$ cat src/assert_macros.svh
// Assertion macros shared by the sprite DMA sequencer RTL.
`ifndef ASSERT_MACROS_SVH
`define ASSERT_MACROS_SVH

// Condition must hold at every clock edge outside reset.
`define ASSERT_ALWAYS(lbl, expr, msg) \
  lbl: assert property (@(posedge clk_i) disable iff (!rst_ni) (expr)) \
    else $error(msg);

// Same-cycle implication.
`define ASSERT_IMPL(lbl, ante, cons, msg) \
  lbl: assert property (@(posedge clk_i) disable iff (!rst_ni) (ante) |-> (cons)) \
    else $error(msg);

// Next-cycle implication.
`define ASSERT_NEXT(lbl, ante, cons, msg) \
  lbl: assert property (@(posedge clk_i) disable iff (!rst_ni) (ante) |=> (cons)) \
    else $error(msg);

`endif

$ cat src/sdma_pkg.sv
// Types, constants and codes of the sprite DMA sequencer.
`timescale 1ns / 1ps
`default_nettype none

package sdma_pkg;

  localparam int CHANNELS   = 8;
  localparam int CH_W       = 3;
  localparam int CH_CNT_W   = CH_W + 1;
  localparam int LINE_W     = 9;
  localparam int PTR_W      = 21;
  localparam int VALUE_W    = 16;
  localparam int REG_ADDR_W = 9;
  localparam int CFG_DATA_W = 9;

  // Sprite register offsets, channel stride 8 bytes
  localparam logic [REG_ADDR_W-1:0] REG_POS  = REG_ADDR_W'(12'h140);
  localparam logic [REG_ADDR_W-1:0] REG_CTL  = REG_ADDR_W'(12'h142);
  localparam logic [REG_ADDR_W-1:0] REG_DATA = REG_ADDR_W'(12'h144);
  localparam logic [REG_ADDR_W-1:0] REG_DATB = REG_ADDR_W'(12'h146);
  localparam int REG_STRIDE_SH = 3;

  localparam int PTR_STEP = 2;
  localparam logic [LINE_W-1:0] VSTART_HI_MASK = LINE_W'(12'h100);
  localparam logic [LINE_W-1:0] VSTART_LO_MASK = LINE_W'(12'h0ff);
  localparam logic [LINE_W-1:0] VBLANK_END_RST = LINE_W'(26);

  typedef enum logic [2:0] {
    MODE_START_LINE = 3'd0,
    MODE_CHECK      = 3'd1,
    MODE_BUS_WORD   = 3'd2,
    MODE_VSTART_LO  = 3'd3,
    MODE_VSTART_HI  = 3'd4,
    MODE_VSTOP      = 3'd5,
    MODE_POINTER    = 3'd6,
    MODE_CLEAR      = 3'd7
  } mode_e;

  typedef enum logic [0:0] {
    CFG_DMA_ENABLE  = 1'b0,
    CFG_VBLANK_END  = 1'b1
  } cfg_reg_e;

  typedef struct packed {
    cfg_reg_e              index;
    logic [CFG_DATA_W-1:0] value;
  } cfg_item_t;

  typedef struct packed {
    mode_e              mode;
    logic [LINE_W-1:0]  line;
    logic [CH_W-1:0]    channel;
    logic [VALUE_W-1:0] value;
    logic [PTR_W-1:0]   pointer_value;
  } in_item_t;

  typedef struct packed {
    logic                  fetch_valid;
    logic [PTR_W-1:0]      fetch_address;
    logic [CH_W-1:0]       fetch_channel;
    logic                  reg_write_valid;
    logic [REG_ADDR_W-1:0] reg_address;
    logic [VALUE_W-1:0]    reg_value;
    logic                  check_next;
    logic                  sequence_stopped;
    logic [CH_W-1:0]       active_channel;
  } out_item_t;

  // One channel's stored state
  typedef struct packed {
    logic [LINE_W-1:0] vstart;
    logic [LINE_W-1:0] vstop;
    logic [PTR_W-1:0]  ptr;
  } chan_row_t;

  typedef struct packed {
    logic            re;
    logic [CH_W-1:0] raddr;
    logic            we;
    logic [CH_W-1:0] waddr;
    chan_row_t       wrow;
  } mem_req_t;

endpackage

`default_nettype wire

$ cat src/sdma_chan_mem.sv
// Per-channel state memory: sync read, entry valid bits and write-to-read bypass.
`timescale 1ns / 1ps
`default_nettype none

module sdma_chan_mem (
  input  wire logic               clk_i,
  input  wire logic               rst_ni,
  input  wire sdma_pkg::mem_req_t req_i,
  output sdma_pkg::chan_row_t     row_o
);

  sdma_pkg::chan_row_t                 mem_q [sdma_pkg::CHANNELS];
  sdma_pkg::chan_row_t                 rdata_q;
  sdma_pkg::chan_row_t                 fwd_row_q;
  logic [sdma_pkg::CHANNELS-1:0]       ent_valid_q;
  logic                                rvalid_q;
  logic                                fwd_q;
  logic                                hit;

  // Same-entry write in the read cycle: memory returns old data, so bypass
  assign hit = req_i.re && req_i.we && (req_i.waddr == req_i.raddr);

  // Storage array and registered read port
  always_ff @(posedge clk_i) begin
    if (req_i.we) begin
      mem_q[req_i.waddr] <= req_i.wrow;
    end
    if (req_i.re) begin
      rdata_q <= mem_q[req_i.raddr];
    end
    if (hit) begin
      fwd_row_q <= req_i.wrow;
    end
  end

  // Entry valid bits stand in for the zero reset of the array
  always_ff @(posedge clk_i or negedge rst_ni) begin
    if (!rst_ni) begin
      ent_valid_q <= '0;
      rvalid_q    <= 1'b0;
      fwd_q       <= 1'b0;
    end else begin
      if (req_i.we) begin
        ent_valid_q[req_i.waddr] <= 1'b1;
      end
      if (req_i.re) begin
        rvalid_q <= ent_valid_q[req_i.raddr];
        fwd_q    <= hit;
      end
    end
  end

  assign row_o = fwd_q ? fwd_row_q : (rvalid_q ? rdata_q : '0);

endmodule

`default_nettype wire

$ cat config.mk
export PLATFORM = sky130hd
export DESIGN_NAME = sdma_chan_mem
export DESIGN_NICKNAME = d
export VERILOG_FILES = /design/src/assert_macros.svh /design/src/sdma_pkg.sv /design/src/sdma_chan_mem.sv
export SDC_FILE = /design/constraint.sdc
export NUM_CORES = 1
export LEC_CHECK = 0
export BUFFER_PORTS_ARGS = -buffer_cell sky130_fd_sc_hd__buf_2
export CAP_MARGIN = 10
export CORE_MARGIN = 1
export CORE_UTILIZATION = 35
export CTS_BUF_LIST = sky130_fd_sc_hd__clkbuf_4
export DETAILED_ROUTE_END_ITERATION = 6
export HOLD_SLACK_MARGIN = 0.05
export PLACE_DENSITY = 0.59
export SYNTH_ARGS = -nofsm -noshare
export SYNTH_HDL_FRONTEND = slang
export SYNTH_SLANG_ARGS = --single-unit
$ cat constraint.sdc
create_clock -name clk_i -period 1.8 [get_ports clk_i]
set_input_delay 0.09 -clock clk_i [delete_from_list [all_inputs] [get_ports clk_i]]
set_output_delay 0.09 -clock clk_i [all_outputs]
set_load 0.05 [all_outputs]
; ---- Word level (Yosys, flattened, before mapping)
; Memory sizes are Yosys's and may differ from the RTL's. A register that Yosys moved wholly into a read port is not among the register bits.
; Index checks and enable logic that the tools add are counted.
[totals]
mem_count = 1
elab_cells = 23
regBits = 49
rom_bits = 0
ram_bits = 312
latch_bits = 0
[mem_list]
columns = name, depth, word_bits, read_ports, rd_ports_with_merged_regs, wr, line_no
row1 = mem_q, 8, 39, 1, 1, 1, sdma_chan_mem.sv:12  ; sdma_pkg::chan_row_t mem_q [sdma_pkg::CHANNELS];
[classes]
multipliers = 0
n_lt_le_gt_ge = 3
shift = 0
eq_ne = 1
div = 0
add_sub_neg = 0
bitwise_logic = 1
n_reduce_logical = 3
mux = 8
[ops]
columns = cell, count
row1 = $mux W39, 2
row2 = $lt A3 B4 Y1 const B, 2
row3 = $or A8 B8 Y8, 1
row4 = $mux W1, 4
row5 = $bmux W1 S3, 1
row6 = $demux W1 S3, 1
row7 = $eq A3 B3 Y1, 1
row8 = $ge A3 B1 Y1 const B, 1
row9 = $logic_and A1 B1 Y1, 3

; ---- Longest topological paths before layout
[depth]
ltp_word = 5
ltp_mapped = 5

; ---- Worst setup path after synthesis
; No wires, ideal clock.
[synth_path]
path_kind = input to register
start = input port req_i[39] (netlist bit)
end = memory mem_q[0][0] (netlist bit), enable pin
path_slack_ns = -1.659
stages = 2
setup_time_ns = 0.486
n_path_buf = 0
required_time_ns = 1.314
arrival_time_ns = 2.974
path_cell_list = nand2b_1 -> nor3_1
[synth_rtl]
columns = element, line_no
row1 = from (decl), sdma_chan_mem.sv:8  ; input wire sdma_pkg::mem_req_t req_i,
row2 = to (decl), sdma_chan_mem.sv:12
; Straight into the memory's write port.

==> impl_results.md <==
* Status: finished, violations left
* Failing checks: setup timing
* Die height at 209 um
* GRT Total Usage at 14.8%
* First-pass GRT wire length at 47.7 mm
* Worst Skew at 0.0399 ns
* Area share of the leading cell type in the synthesized netlist at 78.4%
* Hold Startpoint: req_i[39]
* Tcrit/Tclk final at 108%
* Nets at 911
* Post-synth top area cell: edfxtp_1
* I/O Pins at 88
* Startpoint types: flop
* Biggest fanout along the worst timing path at 11
* Setup violators final at 39
* Min Tclk post-route at 1.94 ns
* Initial antenna violation count at 3
* Max Clk Rate at 516 MHz
* Slowest stage delay, CP at 0.45 ns
* DIE AREA at 43500 um^2
* Sequential share of the synthesized area at 80.1%
* Antenna Nets Post-Route at 0
* Syn Nets at 676
* Synth Area in Simple Gates at 0.888%
* Vias in the first global route at 7907
* Syn_area_per_cell at 23.8 um^2
* Reg power frac at 54.7%
* Ys flop type: edfxtp_1
* Remaining global-route overflow at 0
* Maximum VDD drop at 0.355 mV
* Worst-margin pin slew at 0.465 ns
* Leak at 6.26 nW
* Via count at 7174
* Clock network power share at 34.3%
* Fraction of registers with async set/reset at 2.50%
* Worst Setup End Kind: primary output
* Post-synth EDFFs at 390
* Max-slew violations at 0
* Max-cap violations at 0
* Hold slack at 0.173 ns
* Pin count of the biggest net entering global routing at 42
* CTS Sinks at 400
* Synth top area cells: edfxtp_1 78%, mux4_2 12%, mux2_2 2.9%, a22o_1 2.2%, dfrtp_1 1.7%
* Count leader, synth: edfxtp_1
* Max clock buf depth at 3
* Multiplexer area fraction after synthesis at 15.2%
* Worst path cell trace: buf_12 > buf_6 > a22o_4 > buf_6
* Total CTS buffers at 93
* CTS clk-pin slew, worst paths at 0.07 ns
* Layout cells sized above 1 at 43.9%
* WL final at 31.4 mm
* Clk root buf: clkbuf_4
* Initial DRC count at 359
* Crit path DAT at 1.85 ns
* Req. time, crit path at 1.71 ns
* Net Sw Power at 0.00464 W
* Worst rel slew slack at 68.9%
* Setup ws final at -0.136 ns
* Commonest cells post-synth: 390 x edfxtp_1, 79 x mux4_2, 39 x mux2_2
* Starting Density at 35.5%
* Complex-gate fraction of the synthesized area at 2.30%
* Unrepaired setup endpoints after global routing: yes
* Yosys reg bits at 400
* Most used cell, CP: buf_6
* Worst Setup SP: fwd_q
* Dpl hpwl at 17.4 mm
* Std-Cell Core Area at 42000 um^2
* Comb power frac at 11.0%
* Largest family of logic cells by synthesized area: multiplexers
* Drc violations at 0
* Rows at 75
* TritonRoute pass-1 iters at 4
* Internal power at 0.0149 W
* Net Sw Frac at 23.7%
* Vias per std cell at 4.87
* Setup CP Type: reg2out
* P&R area growth vs syn at 24.3%
* Yosys cell types at 21
* PortBufs at 87
* Die X at 209 um
* Synth Instances at 627
* Pwr dens at 1050 nW/um^2
* H-tree Lvls at 3
* Post-synthesis adder-cell area fraction at 0%
* Reg2reg start: fwd_q
* Worst-skew pair later-pin latency at 0.71 ns
* Synth Area in XOR/XNOR at 0.176%
* HP Class: in2reg
* CTS tree: done
* Final Hold Violating Endpoints at 0
* Synth Warn # at 0
* Routed length per instance at 21.3 um
* Post-route setup TNS at -3.51 ns
* RD Place Congestion at 0.674
* CP max stage cell: dfrtp_2
* Cell area after synthesis at 14900 um^2
metrics by stage:
stage | setup WS [ns] | cells | area [um^2] | util, % | power, W
after floorplan | -0.602 | 627 | 15000 | - | 0.0120
after global placement | 0.168 | 1254 | 16500 | 39.2 | 0.0127
after detailed placement | 0.174 | 1254 | 16500 | 39.2 | 0.0127
after CTS | -0.246 | 1468 | 18400 | 43.7 | 0.0198
after global routing | -0.243 | 1472 | 18600 | 44.2 | 0.0204
final | -0.136 | 1472 | 18600 | 44.2 | 0.0196
per-layer routing:
layer / track usage (%) / vias up / share of wire [%]
li1: - / 3200 / -
met3: 3.77 / 27 / 5.5
met1: 19.3 / 3755 / 43
met5: 0 / - / 0.032
met4: 4.18 / 2 / 1.1
met2: 24.6 / 190 / 50
critical path: cells and delay by family, from the launching register on:
family	cells	cell delay [ns]
flops	1	0.45
buf+inv	3	0.45
compound gates	1	0.26
worst paths after layout:
kind | endpoint | slack, ns | depth (start not counted)
hold reg to reg | ent_valid_q[7] | 0.47 | 1
max in group asynchronous | fwd_q | 0.96 | 3
min in group asynchronous | ent_valid_q[2] | 0.45 | 3
hold / removal | mem_q[3][33] | 0.17 | 3
setup / recovery | row_o[9] | -0.14 | 4
setup reg to reg | fwd_q | 0.25 | 4
what timing repair did:
item                       CTS  global route
resized for setup           81            30
hold buffers                50             0
hold endpoints to repair   501             0
gates cloned                 0             1
pin swaps                    0             1
setup buffers                0             1
setup endpoints to repair   39            39
placed cells by master (no fill, tap or decap), drive strengths merged:
master and instances:
edfxtp 390, clkbuf 133, buf 121, mux4 79
dlygate4sd3 50, mux2 39, a22o 38, clkinv 29
dfrtp 10, nor2 8, or2 8, mux2i 5
nand2 5, nand2b 3, xnor2 3, inv 3
diode 2, nor3 2, clkinvlp 2, o21ai 1
nand3 1, o22ai 1
sequential cells by signal (all words and copies together), names as in the netlist:
name         flops
mem_q          312
fwd_row_q       39
rdata_q         39
ent_valid_q      8
fwd_q            1
rvalid_q         1
area by class of cell:
cell class | instances | area [um^2]
Clock buffer | 132 | 991
Fill cell | 3635 | 23500
Inverter | 2 | 7.51
Antenna cell | 2 | 5.00
Clock inverter | 32 | 129
Multi-Input combinational cell | 193 | 2970
Sequential cell | 400 | 12000
Timing Repair Buffer | 172 | 1820
Tap cell | 539 | 674
cell families (layout without fill, tap and decap cells):
family,after synthesis,in the layout
simple gates,27,27
other cells,0,2
xor+xnor,3,3
flops,400,400
mux,123,123
buf+inv,34,338
compound gates,40,40
power by group through the flow:
stage                     clock (W)  sequential, W  combinational (W)
after CTS                   0.00697         0.0107            0.00210
after floorplan                   0         0.0109            0.00117
final                       0.00672         0.0107            0.00215
after global placement            0         0.0109            0.00179
after global routing        0.00740         0.0107            0.00228
after detailed placement          0         0.0109            0.00181
Power figures use the tool's default switching activity.
